==> src/rtl/bsr_pkg.sv <==
package bsr_pkg;

   localparam int POS_W     = 20;
   localparam int MAX_DIM   = 2048;
   localparam int PAL_ENTRIES = 256;
   localparam int PAL_AW    = $clog2(PAL_ENTRIES);
   localparam int FIFO_DEPTH = 4;
   localparam int FIFO_AW   = $clog2(FIFO_DEPTH);

   localparam logic [15:0] BMP_SIG = 16'h4D42;
   localparam logic [15:0] BPP_8   = 16'd8;
   localparam logic [15:0] BPP_16  = 16'd16;

   localparam logic [POS_W-1:0] HDR_LEN      = 20'd54;
   localparam logic [POS_W:0]   PAL_DATA_START = 21'd1078;
   localparam logic [POS_W-1:0] POS_SIG      = 20'd1;
   localparam logic [POS_W-1:0] POS_SIZE     = 20'd5;
   localparam logic [POS_W-1:0] POS_OFFSET   = 20'd13;
   localparam logic [POS_W-1:0] POS_WIDTH    = 20'd21;
   localparam logic [POS_W-1:0] POS_HEIGHT   = 20'd25;
   localparam logic [POS_W-1:0] POS_DEPTH    = 20'd29;
   localparam logic [POS_W-1:0] POS_HDR_END  = 20'd53;

   localparam logic [19:0] MAX_FILE_RESET = 20'd337920;
   localparam logic [15:0] TIMEOUT_RESET  = 16'd3000;

   typedef enum logic [1:0] {
      KIND_PIXEL = 2'd0,
      KIND_DONE  = 2'd1,
      KIND_ERROR = 2'd2
   } kind_type;

   typedef enum logic [2:0] {
      ERR_NONE      = 3'd0,
      ERR_SIGNATURE = 3'd1,
      ERR_SIZE      = 3'd2,
      ERR_FORMAT    = 3'd3,
      ERR_TIMEOUT   = 3'd4
   } err_type;

   typedef enum logic [2:0] {
      PH_IDLE = 3'd0,
      PH_HEAD = 3'd1,
      PH_PRE  = 3'd2,
      PH_DATA = 3'd3,
      PH_TAIL = 3'd4
   } phase_type;

   typedef enum logic {
      CSR_MAX_FILE_BYTES = 1'b0,
      CSR_IDLE_TIMEOUT   = 1'b1
   } csr_type;

   typedef struct packed {
      logic              wr;
      logic              pix;
      logic              pix8;
      logic              done;
      logic              err;
      err_type           code;
      logic [PAL_AW-1:0] addr;
      logic [23:0]       wr_data;
      logic [15:0]       val16;
      logic [10:0]       frow;
      logic [10:0]       col;
      logic [11:0]       w;
      logic [11:0]       h;
   } entry_type;

   function automatic logic [31:0] magnitude(input logic [31:0] v);
      magnitude = v[31] ? (~v + 32'd1) : v;
   endfunction

endpackage

==> src/rtl/bsr_fifo.sv <==
module bsr_fifo (
   input  logic               clock,
   input  logic               reset,
   input  logic               push,
   input  bsr_pkg::entry_type din,
   output logic               full,
   input  logic               pop,
   output bsr_pkg::entry_type dout,
   output logic               empty
);
   import bsr_pkg::*;

   entry_type          slot_ff [FIFO_DEPTH];
   logic [FIFO_AW-1:0] wr_ptr_ff, wr_ptr_in;
   logic [FIFO_AW-1:0] rd_ptr_ff, rd_ptr_in;
   logic [FIFO_AW:0]   count_ff, count_in;

   assign full  = (count_ff == (FIFO_AW+1)'(FIFO_DEPTH));
   assign empty = (count_ff == '0);
   assign dout  = slot_ff[rd_ptr_ff];

   always_comb begin
      wr_ptr_in = wr_ptr_ff + FIFO_AW'(push);
      rd_ptr_in = rd_ptr_ff + FIFO_AW'(pop);
      count_in  = count_ff + (FIFO_AW+1)'(push) - (FIFO_AW+1)'(pop);
   end

   always_ff @(posedge clock) begin
      if (reset) begin
         wr_ptr_ff <= '0;
         rd_ptr_ff <= '0;
         count_ff  <= '0;
      end else begin
         wr_ptr_ff <= wr_ptr_in;
         rd_ptr_ff <= rd_ptr_in;
         count_ff  <= count_in;
      end
   end

   always_ff @(posedge clock) begin
      if (push) begin
         slot_ff[wr_ptr_ff] <= din;
      end
   end

endmodule

==> config.mk <==
export PLATFORM = sky130hd
export DESIGN_NAME = bsr_fifo
export DESIGN_NICKNAME = d
export VERILOG_FILES = /design/src/rtl/bsr_pkg.sv /design/src/rtl/bsr_fifo.sv
export SDC_FILE = /design/constraint.sdc
export NUM_CORES = 1
export LEC_CHECK = 0
export ABC_AREA = 1
export BUFFER_PORTS_ARGS = -buffer_cell sky130_fd_sc_hd__buf_2
export CAP_MARGIN = 20
export CELL_PAD_IN_SITES_DETAIL_PLACEMENT = 0
export CELL_PAD_IN_SITES_GLOBAL_PLACEMENT = 1
export CORE_UTILIZATION = 42
export DETAILED_ROUTE_END_ITERATION = 6
export GPL_TIMING_DRIVEN = 0
export PLACE_DENSITY_LB_ADDON = 0.05
export SYNTH_ARGS = -nofsm -noshare
export SYNTH_HDL_FRONTEND = slang
export SYNTH_SLANG_ARGS = --single-unit
==> constraint.sdc <==
create_clock -name clock -period 8.72 [get_ports clock]
set_clock_uncertainty 0.1 [all_clocks]
set_input_delay 1.308 -clock clock [delete_from_list [all_inputs] [get_ports clock]]
set_output_delay 1.308 -clock clock [all_outputs]
set_load 0.02 [all_outputs]
# Yosys cells after proc, flatten, opt, wreduce, memory -nomap -nowiden
# Memory sizes are Yosys's and may differ from the RTL's. A register that Yosys moved wholly into a read port is not among the register bits.
# Index checks and enable logic that the tools add are counted.
# totals
register_bits	7
mem_bits_rw	408
out_inout_bits	104
word_cells	13
memories	1
# classes
add_sub_neg	4
eq_ne	1
muxes	3
n_reduce_logical	1
# mem_list
name	depth	word_bits	read_ports	rd_clocked_by_memory_dff	write_ports	line	rtl
slot_ff	4	102	1	1	1	bsr_fifo.sv:13	entry_type slot_ff [FIFO_DEPTH];
# ops
cell	count
$add 2x1->2	2
$add 3x1->3	1
$eq 3x3->1 const B	1
$logic_not 3->1	1
$sub 3x1->3	1
$mux 1	2
$mux 2	1

# Logic depth before layout (Yosys ltp)
# logic_depth
depth_word	2
mapped_depth	8

# Worst setup path before layout
# No wires, ideal clock.
# synth_path
path_kind	input -> register
start	input push
end	memory slot_ff[0][0] in the netlist's numbering (enable)
arrival_time_ns	8.254
path_slack_ns	-0.322
stages	2
cell_sequence	inv_1 > nor3_1
# synth_via
elab_chain_len	2
# synth_lines
element	line	rtl
start, declared	bsr_fifo.sv:4	input logic push,
$mux 1	bsr_fifo.sv:41	if (push) begin
$mux 1 (not written as such)	bsr_fifo.sv:42	slot_ff[wr_ptr_ff] <= din;
end, declared	bsr_fifo.sv:13	
# No other way between the ends.

==> flow_summary.toml <==
[critical_path]
arrival_ps = 2240
worstSetupEndpointType = "output pin"
cp-start-kind = "register"
required_ps = 7310
worst-path-max-fanout = 10
crit_type = "register to output pin"

[die]
design.core.area_sq_um = 37840
ios = 210
die_x_microns = 198.8
die_y_microns = 198.8
initial_core_util_pct = 42.96
die_area_sq_um = 39500
placementRows = 71

[routing]
remaining_drc_errors = 0
drt_iter0_markers = 471
firstDrtPassIters = 4
via_per_inst = 4.811
drt-total-wl_microns = 38910
num_vias = 10036
final_antenna_net_count = 0
avgRoutedWirePerCell_microns = 18.65

[sta]
fmax_ghz = 0.2738
hold_viol_final = 0
fin_tns_setup_ps = 0
fin_crit_sh_pct = 41.89
rsz0062_at_grt = "no"
maxSlewHeadroom_pct = 52.89
fin_crit_ps = 3653
worst_pin_slew_ps = 702.8
setup_viol = 0
slew_violations = 0
layout_setup_ws_ps = 5067

[placement]
gp_congestion = 0.7148
dp_hpwl_microns = 26730
place_ws_ps = 5499
portBuffers = 209

[final_layout]
final_util_pct = 52.54
final_common_cell = "edfxtp_1"
area_growth_pct = 22.29
drive_gt1_share_pct = 24.05
fillCellCount = 3328
final_nets = 1650
final_cell_mix = "edfxtp_1, buf_2, inv_1"
seq_area_sq_um = 12390
multi_input_area_sq_um = 2736

[yosys]
yosysWarnings = 0
ys_top_cells_by_area = "edfxtp_1, inv_1, nand2_1"
synth_cell_types = 17
synth_largest_area_cell = "edfxtp_1"
synth.top_cell.area_share_pct = 75.35
syn_area_per_cell_sq_um = 13.17
syn_inst = 1235
syn_area_sq_um = 16260
ys_ff_latch = 415
syn-num-nets = 1346
synth_seq_area_share_pct = 76.21

[global_route]
grt_max_degree = 14
grt_usage_pct = 20.06
grt_pass1_wl_microns = 57480
overflow = 0
antenna_found_initial = 10
grt_pass1_vias = 9654

[clock_network]
cts_resized = 0
cts_root_buf = "clkbuf_16"
path_clk_slew_ps = 50
cts_max_path_buffers = 3
cts_tree = "built"
cts_buffers = 45
clock_latency_ps = 540
cts_max_level = 2
post_cts_buffers = 0
ctsHoldBuffers = 0
clock-sinks = 415

[run]
cap_violations = 0

[pwr]
p_leak_uw = 0.007890
ir_drop_mv = 0.1676
power-per-cell-area_nw_per_um2 = 237.1

[worst_hold_path]
hold_path_class = "register to register"

[run_status]
status = "completed"
## metrics by stage
step,total power [uW],instance area (sq um),hold WS (ps),instances
after global routing,4910,19880,533.7,2083
after detailed placement,3005,18510,480.9,2003
after CTS,4773,19880,498.0,2083
after floorplan,2731,16260,420.3,1235
after global placement,3009,17940,439.7,1955
final,4714,19880,492.2,2086
## area by class of cell
class                           instances  area share, %
Sequential cell                       415          62.32
Antenna cell                            3        0.03776
Inverter                              217          4.097
Multi-Input combinational cell        535          13.76
Tap cell                              511          3.216
Buffer                                 68          1.693
Clock inverter                         31          1.114
Timing Repair Buffer                  257          8.017
Clock buffer                           49          5.739
## registers in the layout (all words and copies together) (netlist names)
signal,count
count_ff,3
wr_ptr_ff,2
rd_ptr_ff,2
slot_ff,408
## per-layer routing
layer | wire length [microns] | share of wire [%] | GRT usage (%)
met5 | 67 | 0.17 | 0
met4 | 812 | 2.1 | 6.268
met3 | 2182 | 5.6 | 4.561
met2 | 18650 | 48 | 33.15
met1 | 17200 | 44 | 26.28
## logic make-up (layout without fill, tap and decap cells)
family                   count (synthesis)  after routing  share of synthesized area, %
buffers and inverters                  285            622                         7.080
AO/OA/AOI/OAI                          307            307                         11.02
AND/OR/NAND/NOR                        221            221                         5.148
XOR/XNOR                                 2              2                        0.1078
adder cells (fa/ha/maj)                  5              5                        0.4310
flip-flops                             415            415                         76.21
other                                    0              3                             0
## path summary, 6_finish.rpt
path              cells after the start               startpoint                  endpoint  slack (ps)
setup reg to reg                      7  wr_ptr_ff[1]$_SDFF_PP0_  slot_ff[2][49]$_DFFE_PP_        6510
hold / removal                        2  wr_ptr_ff[1]$_SDFF_PP0_   wr_ptr_ff[1]$_SDFF_PP0_         490
hold reg to reg                       2  wr_ptr_ff[1]$_SDFF_PP0_   wr_ptr_ff[1]$_SDFF_PP0_         490
setup / recovery                      5  rd_ptr_ff[0]$_SDFF_PP0_                  dout[60]        5070
## power by group
| part | internal, uW | switching [uW] |
|---|---|---|
| clock | 1030 | 735 |
| combinational | 196 | 444 |
| sequential | 2290 | 19.4 |
| total | 3520 | 1200 |
## critical path: stages (launching register included)
cell and delay (ps):
dfxtp_1 360, buf_2 350, clkbuf_1 460, o21ai_0 180, nand2_1 160, buf_2 190
## cells in the mapped netlist
| master | count |
|---|---|
| buf_2 | 50 |
| ha_1 | 4 |
| buf_6 | 2 |
| nand2_1 | 207 |
| nand3_1 | 1 |
| edfxtp_1 | 408 |
| nor3_1 | 5 |
| o21ai_0 | 102 |
| fa_1 | 1 |
| a21oi_1 | 103 |
| buf_4 | 1 |
| nor2_1 | 8 |
| xnor2_1 | 2 |
| o211ai_1 | 102 |
| dfxtp_1 | 7 |
| clkbuf_1 | 15 |
| inv_1 | 217 |
No activity file was read; power rests on OpenSTA's default activity.
