==> src/rtl/bsr_pkg.sv <==
package bsr_pkg;

   localparam int POS_W     = 20;
   localparam int MAX_DIM   = 2048;
   localparam int PAL_ENTRIES = 256;
   localparam int PAL_AW    = $clog2(PAL_ENTRIES);
   localparam int FIFO_DEPTH = 4;
   localparam int FIFO_AW   = $clog2(FIFO_DEPTH);

   localparam logic [15:0] BMP_SIG = 16'h4D42;
   localparam logic [15:0] BPP_8   = 16'd8;
   localparam logic [15:0] BPP_16  = 16'd16;

   localparam logic [POS_W-1:0] HDR_LEN      = 20'd54;
   localparam logic [POS_W:0]   PAL_DATA_START = 21'd1078;
   localparam logic [POS_W-1:0] POS_SIG      = 20'd1;
   localparam logic [POS_W-1:0] POS_SIZE     = 20'd5;
   localparam logic [POS_W-1:0] POS_OFFSET   = 20'd13;
   localparam logic [POS_W-1:0] POS_WIDTH    = 20'd21;
   localparam logic [POS_W-1:0] POS_HEIGHT   = 20'd25;
   localparam logic [POS_W-1:0] POS_DEPTH    = 20'd29;
   localparam logic [POS_W-1:0] POS_HDR_END  = 20'd53;

   localparam logic [19:0] MAX_FILE_RESET = 20'd337920;
   localparam logic [15:0] TIMEOUT_RESET  = 16'd3000;

   typedef enum logic [1:0] {
      KIND_PIXEL = 2'd0,
      KIND_DONE  = 2'd1,
      KIND_ERROR = 2'd2
   } kind_type;

   typedef enum logic [2:0] {
      ERR_NONE      = 3'd0,
      ERR_SIGNATURE = 3'd1,
      ERR_SIZE      = 3'd2,
      ERR_FORMAT    = 3'd3,
      ERR_TIMEOUT   = 3'd4
   } err_type;

   typedef enum logic [2:0] {
      PH_IDLE = 3'd0,
      PH_HEAD = 3'd1,
      PH_PRE  = 3'd2,
      PH_DATA = 3'd3,
      PH_TAIL = 3'd4
   } phase_type;

   typedef enum logic {
      CSR_MAX_FILE_BYTES = 1'b0,
      CSR_IDLE_TIMEOUT   = 1'b1
   } csr_type;

   typedef struct packed {
      logic              wr;
      logic              pix;
      logic              pix8;
      logic              done;
      logic              err;
      err_type           code;
      logic [PAL_AW-1:0] addr;
      logic [23:0]       wr_data;
      logic [15:0]       val16;
      logic [10:0]       frow;
      logic [10:0]       col;
      logic [11:0]       w;
      logic [11:0]       h;
   } entry_type;

   function automatic logic [31:0] magnitude(input logic [31:0] v);
      magnitude = v[31] ? (~v + 32'd1) : v;
   endfunction

endpackage

==> src/rtl/bsr_front.sv <==
module bsr_front (
   input  logic               clock,
   input  logic               reset,
   input  logic               req_valid,
   output logic               req_stall,
   input  logic               req_action,
   input  logic [7:0]         req_data_byte,
   input  logic               csr_valid,
   input  logic               csr_index,
   input  logic [19:0]        csr_data,
   input  logic               fifo_full,
   output logic               push,
   output bsr_pkg::entry_type entry
);
   import bsr_pkg::*;

   phase_type        phase_ff, phase_in;
   logic [POS_W-1:0] pos_ff, pos_in;
   logic [10:0]      row_ff, row_in;
   logic [12:0]      rb_ff, rb_in;
   logic [7:0]       low_ff, low_in;
   logic [15:0]      idle_ff, idle_in;
   logic [19:0]      maxf_ff;
   logic [15:0]      timeout_ff;

   logic [31:0]      hword_ff, hword_in;
   logic [19:0]      size_ff, size_in;
   logic [POS_W:0]   start_ff, start_in;
   logic [11:0]      width_ff, width_in;
   logic [11:0]      height_ff, height_in;
   logic             wbig_ff, wbig_in;
   logic             hbig_ff, hbig_in;
   logic             hneg_ff, hneg_in;
   logic             bpp8_ff, bpp8_in;
   logic             bppok_ff, bppok_in;
   logic [7:0]       pal_b_ff, pal_b_in;
   logic [7:0]       pal_g_ff, pal_g_in;

   logic             accept;
   logic             fail;
   logic             drop;
   err_type          code;
   entry_type        ent;
   logic [31:0]      hword_nx;
   logic [31:0]      mag;
   logic [16:0]      tick_nx;
   logic [POS_W:0]   start_sel;
   logic [9:0]       off;
   logic [12:0]      rowsize;
   logic [12:0]      rb_nx;
   logic [11:0]      row_nx;
   phase_type        phase_v;

   assign req_stall = fifo_full;
   assign accept    = req_valid & ~fifo_full;

   always_comb begin
      phase_in  = phase_ff;
      pos_in    = pos_ff;
      row_in    = row_ff;
      rb_in     = rb_ff;
      low_in    = low_ff;
      idle_in   = idle_ff;
      hword_in  = hword_ff;
      size_in   = size_ff;
      start_in  = start_ff;
      width_in  = width_ff;
      height_in = height_ff;
      wbig_in   = wbig_ff;
      hbig_in   = hbig_ff;
      hneg_in   = hneg_ff;
      bpp8_in   = bpp8_ff;
      bppok_in  = bppok_ff;
      pal_b_in  = pal_b_ff;
      pal_g_in  = pal_g_ff;
      fail      = 1'b0;
      drop      = 1'b0;
      code      = ERR_NONE;
      ent       = '0;
      ent.w     = width_ff;
      ent.h     = height_ff;
      hword_nx  = {req_data_byte, hword_ff[31:8]};
      mag       = magnitude(hword_nx);
      tick_nx   = {1'b0, idle_ff} + 17'd1;
      start_sel = bpp8_ff ? PAL_DATA_START : start_ff;
      off       = 10'(pos_ff - HDR_LEN);
      rowsize   = bpp8_ff ? (({1'b0, width_ff} + 13'd3) & ~13'd3)
                          : (({width_ff, 1'b0} + 13'd3) & ~13'd3);
      rb_nx     = rb_ff + 13'd1;
      row_nx    = {1'b0, row_ff} + 12'd1;
      phase_v   = phase_ff;

      if (accept) begin
         if (req_action) begin
            if (phase_ff != PH_IDLE) begin
               if (tick_nx > {1'b0, timeout_ff}) begin
                  fail = 1'b1;
                  code = ERR_TIMEOUT;
               end else begin
                  idle_in = tick_nx[15:0];
               end
            end
         end else begin
            idle_in  = '0;
            hword_in = hword_nx;
            if (phase_ff == PH_IDLE) begin
               phase_v = PH_HEAD;
            end
            if (pos_ff < HDR_LEN) begin
               case (pos_ff)
                  POS_SIG: begin
                     if (hword_nx[31:16] != BMP_SIG) begin
                        fail = 1'b1;
                        code = ERR_SIGNATURE;
                     end
                  end
                  POS_SIZE: begin
                     if ((|hword_nx[31:20]) || (hword_nx[19:0] > maxf_ff)
                         || (hword_nx[19:0] < HDR_LEN)) begin
                        fail = 1'b1;
                        code = ERR_SIZE;
                     end else begin
                        size_in = hword_nx[19:0];
                     end
                  end
                  POS_OFFSET: begin
                     if (|hword_nx[31:POS_W+1]) begin
                        start_in = '1;
                     end else if (hword_nx[POS_W:0] < {1'b0, HDR_LEN}) begin
                        start_in = {1'b0, HDR_LEN};
                     end else begin
                        start_in = hword_nx[POS_W:0];
                     end
                  end
                  POS_WIDTH: begin
                     wbig_in  = (mag > 32'(MAX_DIM));
                     width_in = mag[11:0];
                  end
                  POS_HEIGHT: begin
                     hbig_in   = (mag > 32'(MAX_DIM));
                     height_in = mag[11:0];
                     hneg_in   = req_data_byte[7];
                  end
                  POS_DEPTH: begin
                     bpp8_in  = (hword_nx[31:16] == BPP_8);
                     bppok_in = (hword_nx[31:16] == BPP_8) || (hword_nx[31:16] == BPP_16);
                  end
                  POS_HDR_END: begin
                     if (!bppok_ff || wbig_ff || hbig_ff) begin
                        fail = 1'b1;
                        code = ERR_FORMAT;
                     end else begin
                        phase_v = (width_ff == '0 || height_ff == '0) ? PH_TAIL : PH_PRE;
                     end
                  end
                  default: ;
               endcase
            end else begin
               if (phase_v == PH_PRE) begin
                  if ({1'b0, pos_ff} >= start_sel) begin
                     phase_v = PH_DATA;
                  end else if (bpp8_ff) begin
                     case (off[1:0])
                        2'd0: pal_b_in = req_data_byte;
                        2'd1: pal_g_in = req_data_byte;
                        2'd2: begin
                           ent.wr      = 1'b1;
                           ent.addr    = off[9:2];
                           ent.wr_data = {req_data_byte, pal_g_ff, pal_b_ff};
                        end
                        default: ;
                     endcase
                  end
               end
               if (phase_v == PH_DATA) begin
                  ent.frow  = hneg_ff ? row_ff : (height_ff[10:0] - 11'd1 - row_ff);
                  ent.addr  = req_data_byte;
                  ent.val16 = {low_ff, req_data_byte};
                  if (bpp8_ff) begin
                     if (rb_ff < {1'b0, width_ff}) begin
                        ent.pix  = 1'b1;
                        ent.pix8 = 1'b1;
                        ent.col  = rb_ff[10:0];
                     end
                  end else if (rb_ff < {width_ff, 1'b0}) begin
                     if (!rb_ff[0]) begin
                        low_in = req_data_byte;
                     end else begin
                        ent.pix = 1'b1;
                        ent.col = rb_ff[11:1];
                     end
                  end
                  if (rb_nx >= rowsize) begin
                     rb_in  = '0;
                     row_in = row_nx[10:0];
                     if (row_nx >= height_ff) begin
                        phase_v = PH_TAIL;
                     end
                  end else begin
                     rb_in = rb_nx;
                  end
               end
            end
            phase_in = phase_v;
            pos_in   = pos_ff + 20'd1;
            if (!fail && pos_ff >= POS_HDR_END
                && ({1'b0, pos_ff} + 21'd1) >= {1'b0, size_ff}) begin
               ent.done = 1'b1;
               drop     = 1'b1;
            end
         end
      end

      if (fail) begin
         ent      = '0;
         ent.err  = 1'b1;
         ent.code = code;
         drop     = 1'b1;
      end
      if (drop) begin
         phase_in = PH_IDLE;
         pos_in   = '0;
         row_in   = '0;
         rb_in    = '0;
         low_in   = '0;
         idle_in  = '0;
      end
   end

   assign push  = accept & (ent.wr | ent.pix | ent.done | ent.err);
   assign entry = ent;

   always_ff @(posedge clock) begin
      if (reset) begin
         phase_ff <= PH_IDLE;
         pos_ff   <= '0;
         row_ff   <= '0;
         rb_ff    <= '0;
         low_ff   <= '0;
         idle_ff  <= '0;
      end else begin
         phase_ff <= phase_in;
         pos_ff   <= pos_in;
         row_ff   <= row_in;
         rb_ff    <= rb_in;
         low_ff   <= low_in;
         idle_ff  <= idle_in;
      end
   end

   always_ff @(posedge clock) begin
      if (reset) begin
         maxf_ff    <= MAX_FILE_RESET;
         timeout_ff <= TIMEOUT_RESET;
      end else if (csr_valid) begin
         case (csr_index)
            CSR_MAX_FILE_BYTES: maxf_ff    <= csr_data;
            CSR_IDLE_TIMEOUT:   timeout_ff <= csr_data[15:0];
            default: ;
         endcase
      end
   end

   always_ff @(posedge clock) begin
      hword_ff  <= hword_in;
      size_ff   <= size_in;
      start_ff  <= start_in;
      width_ff  <= width_in;
      height_ff <= height_in;
      wbig_ff   <= wbig_in;
      hbig_ff   <= hbig_in;
      hneg_ff   <= hneg_in;
      bpp8_ff   <= bpp8_in;
      bppok_ff  <= bppok_in;
      pal_b_ff  <= pal_b_in;
      pal_g_ff  <= pal_g_in;
   end

endmodule

==> config.mk <==
export PLATFORM = sky130hd
export DESIGN_NAME = bsr_front
export DESIGN_NICKNAME = d
export VERILOG_FILES = /design/src/rtl/bsr_pkg.sv /design/src/rtl/bsr_front.sv
export SDC_FILE = /design/constraint.sdc
export NUM_CORES = 1
export LEC_CHECK = 0
export BUFFER_PORTS_ARGS = -buffer_cell sky130_fd_sc_hd__clkbuf_2
export CAP_MARGIN = 30
export CORE_MARGIN = 1
export CORE_UTILIZATION = 44
export DETAILED_ROUTE_END_ITERATION = 12
export PLACE_DENSITY = 0.61
export RECOVER_POWER = 25
export SKIP_LAST_GASP = 1
export SYNTH_ARGS = -nofsm -noshare
export SYNTH_HDL_FRONTEND = slang
export SYNTH_SLANG_ARGS = --single-unit
==> constraint.sdc <==
create_clock -name clock -period 11 [get_ports clock]
set_input_delay 1.65 -clock clock [delete_from_list [all_inputs] [get_ports clock]]
set_output_delay 1.65 -clock clock [all_outputs]
set_load 0.005 [all_outputs]
## Word level (Yosys, flattened, before mapping)

Index checks and enable logic that the tools add are counted.

- Register bits after elaboration: 225
- Bits of input ports: 35
- Word-level logic and storage cells: 183

- Add/sub/neg operators: 11
- Order comparisons: 13
- Eq/ne operators: 16
- Mux-type cells: 75
- Bitwise logic cells: 14
- Reduce and logical (&&, ||, !) cells: 33

Operators with widths:

| operator | count |
|---|---|
| $mux W70 | 3 |
| $mux W32 | 5 |
| $mux W102 | 1 |
| $eq A20 B5 Y1 const B | 3 |
| $mux W3 | 20 |
| $mux W11 | 5 |
| $mux W16 | 3 |
| $mux W21 | 2 |
| $lt A20 B6 Y1 const B | 2 |
| $mux W38 | 1 |
| $add A32 B1 Y32 const B | 1 |
| $gt A32 B12 Y1 const B | 1 |
| $not A32 Y32 | 1 |
| $mux W13 | 2 |
| $logic_not A12 Y1 | 2 |
| $reduce_or A12 Y1 | 2 |
| $mux W1 | 23 |
| $add A20 B1 Y21 const B | 1 |
| $ge A20 B21 Y1 | 1 |
| $ge A21 B20 Y1 | 1 |
| $lt A21 B6 Y1 const B | 1 |
| $reduce_and A7 Y1 | 3 |
| $add A20 B1 Y20 const B | 1 |
| $eq A20 B1 Y1 const B | 1 |
| 46 further kinds | 76 |

## Depth between registers and ports, before layout

- Depth in word-level cells: 19
- Mapped depth: 19

## Worst setup path after synthesis

Ideal clock, no wire load.

- Path kind: in2out
- Start: in req_action
- End: out entry[95] in the netlist's numbering
- Data arrival time: 3.582 ns
- Slack: 5.768 ns
- Stages on the path: 6
- Path buffers: 2
- Cells stage by stage: or3_1 clkbuf_1 inv_1 buf_1 nand4_1 a21oi_1

RTL lines:

| item | line | text |
|---|---|---|
| from (decl) | bsr_front.sv:6 | `input logic req_action,` |
| to (decl) | bsr_front.sv:13 | `output bsr_pkg::entry_type entry` |

## Worst setup path after layout

- Start: reg pos_ff[2]
- End: out push

- Longest elaborated chain between the ends: 16
- Elaborated cells on any way between the ends: 35

Ends and longest elaborated chain:

| item | line | text |
|---|---|---|
| from (decl) | bsr_front.sv:18 | `logic [POS_W-1:0] pos_ff, pos_in;` |
| from (signal assigned) | bsr_front.sv:243 | `pos_ff <= pos_in;` |
| $ge A20 B21 Y1 | bsr_front.sv:160 | `if ({1'b0, pos_ff} >= start_sel) begin` |
| $mux W3 | bsr_front.sv:160 |  |
| $mux W3 | bsr_front.sv:159 | `if (phase_v == PH_PRE) begin` |
| $mux W3 | bsr_front.sv:109 | `if (pos_ff < HDR_LEN) begin` |
| $mux W3 | bsr_front.sv:94 | `if (req_action) begin` |
| $mux W3 | bsr_front.sv:93 | `if (accept) begin` |
| $eq A3 B2 Y1 | bsr_front.sv:175 | `if (phase_v == PH_DATA) begin` |
| $mux W2 | bsr_front.sv:175 |  |
| $mux W3 | bsr_front.sv:109 |  |
| $mux W4 | bsr_front.sv:94 |  |
| $mux W4 | bsr_front.sv:93 |  |
| $mux W102 * | bsr_front.sv:214 | `if (fail) begin` |
| $or A1 B1 Y1 (2 in series) | bsr_front.sv:230 | `assign push = accept & (ent.wr \| ent.pix \| ent.done \| ent.err);` |
| $or A1 B1 Y1 * | bsr_front.sv:230 |  |
| $and A1 B1 Y1 * | bsr_front.sv:230 |  |
| to (decl) | bsr_front.sv:12 | `output logic push,` |

Mark *: on every way between the ends. The rest lies on a longest branch, timed or not. The select of a mux whose other input is x is not followed.

==> results.yml <==
routing:
  firstDrtPassIters: 5
  drt-wirelength-per-cell_um: 18.2
  routed_wl_mm: 41.1
  drc_errors: 0
  drt_iter0_drc: 995
  num_vias: 12600
  routed_via_density: 5.58
  antenna_left: 0
floorplan:
  die_h_um: 188
  rows: 67
  io_pins: 139
  core_area_um2: 33700
  die_w_um: 188
  die-area_um2: 35200
  start_util: 0.450
timing:
  rsz0062_at_grt: "false"
  setup_viol_count_final: 0
  fmax_mhz: 143
  worst_slew_pin_slew_ns: 1.75
  min_period_ns: 7.02
  slew_headroom: -0.168
  finalCritPeriodShare: 0.638
  hold_viol_final: 0
  fin_skew_ns: 0.0128
  tns_ns: 0
  maxSlewViolCount: 35
clock_tree:
  cts_root_buf: "clkbuf_16"
  clk_pin_slew_ns: 0.06
  cts-resized-gates: 0
  cts_num_sinks: 217
  tritoncts.num_buffers: 26
  htreeDepth: 1
  clockBufferDepth: 3
  cts_tree: "done"
  cts_setup_buffers: 0
  ctsHoldBuffers: 0
  insertion_delay_ns: 0.54
worst_setup_path:
  r2r_cells: 15
  r2r_start: "pos_ff[2]"
  critPathKind: "register to output port"
  cp.required_ns: 9.35
  crit_family: "simple AND/OR/NAND/NOR gates"
  critPathBufInv: 1
  cp-end-kind: "output port"
  crit_chain: "nand3_1, nor4_1, nand3_1, nor2_1, xor2_1, ha_1, a21oi_1, nand2_1, a2111oi_0, nor2_1, nor4_1, nor2_2, a21oi_1, o211ai_1, clkbuf_2"
  r2r-end: "idle_ff[13]"
  cp-start-kind: "register"
  slowest_delay_ns: 0.95
  reg2reg_setup_slack_ns: 5.36
  critPathSlowestCell: "nor4_1"
  crit_fanout: 14
  cp.arrival_ns: 5.37
pwr:
  switching_share: 0.234
  clockPowerShare: 0.468
  power_density_nw_per_um2: 106
  seq_power_share: 0.481
  p_comb_frac: 0.051
  peakVddDrop_uv: 95.5
  p_total_mw: 1.80
  p_int_mw: 1.38
  p_switching_mw: 0.421
  power.leakage_nw: 6.93
min_path:
  hold_path_class: "register to register"
  hold_end: "timeout_ff[1]"
  hp-start: "timeout_ff[1]"
  hold_depth: 2
logic_synthesis:
  synth_area_leaders: "edfxtp_1, dfxtp_1, ha_1, nand2_1, xnor2_1"
  synthCells: 1688
  seq_area_frac_synth: 0.359
  synth.most_common_cell: "nand2_1"
  synth_top_area_frac: 0.218
  ys_top_cells_by_count: "nand2_1, ha_1, nor2_1"
  ys_seq_elements: 217
  yosysTopAreaCell: "edfxtp_1"
  ys.flop_type: "edfxtp_1"
  synthesis.nets: 1868
  yosys_warnings: 0
  ys_types: 80
  syn_avg_cell_area_um2: 8.98
  ys_async_sr_fraction: 0
  synth-edff-count: 110
  syn_area_um2: 15200
placed_design:
  place.gp.congestion: 0.907
  dp_hpwl_mm: 30.5
  port_buffers: 138
global_route:
  grt_use_total: 0.230
  grt_max_degree: 44
  use_met3: 0.0219
  grtUsageMet1: 0.323
  grt_pass1_vias: 11800
  overflow: 0
  antenna_found_initial: 0
  grtUsageMet2: 0.379
  grt_busiest_layer: "met2"
  grt_pass1_wl_mm: 65.3
layout:
  drive_gt1_frac: 0.164
  final_util: 0.503
  layout.nets: 1967
  syn2layout_area_growth_pct: 11.9
  fillers: 3186
job:
  drv_cap: 1
run_status:
  status: "complete, but fails checks"
  violations: "max-capacitance violations, max-slew violations"
cells by family (layout without fill, tap and decap cells):
group | count (synthesis) | in the layout | synth area share
xor+xnor | 105 | 105 | 0.0607
compound gates | 314 | 314 | 0.140
flops | 217 | 217 | 0.359
fa+ha+maj | 145 | 145 | 0.120
other cells | 0 | 1 | 0
mux | 18 | 18 | 0.0120
simple gates | 697 | 697 | 0.252
buf+inv | 192 | 311 | 0.0559
cell usage in the layout, fill, tap and decap left out, types with 48 or more instances in the layout:
cell type and count:
nand2_1 170, ha_1 144, nor2_1 141, clkbuf_2 129, edfxtp_1 110, inv_1 109
dfxtp_1 107, a21oi_1 87, nand3_1 68, xnor2_1 68, nor2_4 50, o21ai_0 48
stage by stage:
step                hold slack [ns]  cells  worst slack, ns  area, um2
global route                  0.478   2255             3.45      17000
global placement              0.444   2205             4.79      16100
CTS                           0.456   2255             3.98      17000
floorplan                     0.424   1688             5.77      15200
detailed placement            0.448   2207             4.54      16200
finish                        0.456   2256             3.98      17000
worst max path at each step:
stage / startpoint / end / slack, ns / cells after the start
finish: pos_ff[2] / push / 3.98 / 15
global route: pos_ff[1] / push / 3.45 / 16
CTS: pos_ff[2] / push / 3.98 / 15
detailed placement: req_data_byte[0] / entry[23] / 4.54 / 10
global placement: req_data_byte[0] / entry[18] / 4.79 / 10
floorplan: req_action / entry[95] / 5.77 / 6
layout make-up:
class / count / area (um2) / area share
repair buffers: 153 / 805 / 0.0474
flip-flops and latches: 217 / 5450 / 0.321
clock buffers: 33 / 698 / 0.0412
well taps: 448 / 561 / 0.0330
clock inverters: 15 / 133 / 0.00782
inverters: 110 / 413 / 0.0243
multi-input cells: 1279 / 8910 / 0.525
diodes: 1 / 2.50 / 0.000148
registers in the layout, indices dropped and copies added, names as in the netlist, 3 cells and up:
register and cells:
height_ff 12, hword_ff 24, idle_ff 16, low_ff 8, maxf_ff 20, pal_b_ff 8, pal_g_ff 8, phase_ff 3
pos_ff 20, rb_ff 13, row_ff 11, size_ff 20, start_ff 21, timeout_ff 16, width_ff 12
worst reg2reg max path: stages (launching register included):
cell	delay, ns
dfxtp_1	0.68
nand3_1	0.31
nor4_1	0.95
nand3_1	0.35
nor2_1	0.21
xor2_1	0.17
ha_1	0.28
a21oi_1	0.15
nand2_1	0.07
a2111oi_0	0.38
nor2_1	0.08
nor4_1	0.52
nor2_2	0.15
or3_4	0.60
buf_4	0.45
a21oi_2	0.23
routing by layer:
layer / part of all wire / up-vias
li1: - / 6217
met1: 0.47 / 5985
met2: 0.46 / 323
met3: 0.044 / 60
met4: 0.022 / 0
met5: 0 / -
power by group through the flow:
stage               registers [mW]  clock network, mW  logic (mW)
floorplan                    0.879                  0      0.0635
global placement             0.884                  0      0.0892
detailed placement           0.884                  0      0.0919
CTS                          0.867              0.862      0.0923
global route                 0.868              0.892       0.102
finish                       0.867              0.843      0.0922
Note: power is estimated with default switching activity, not from simulation.
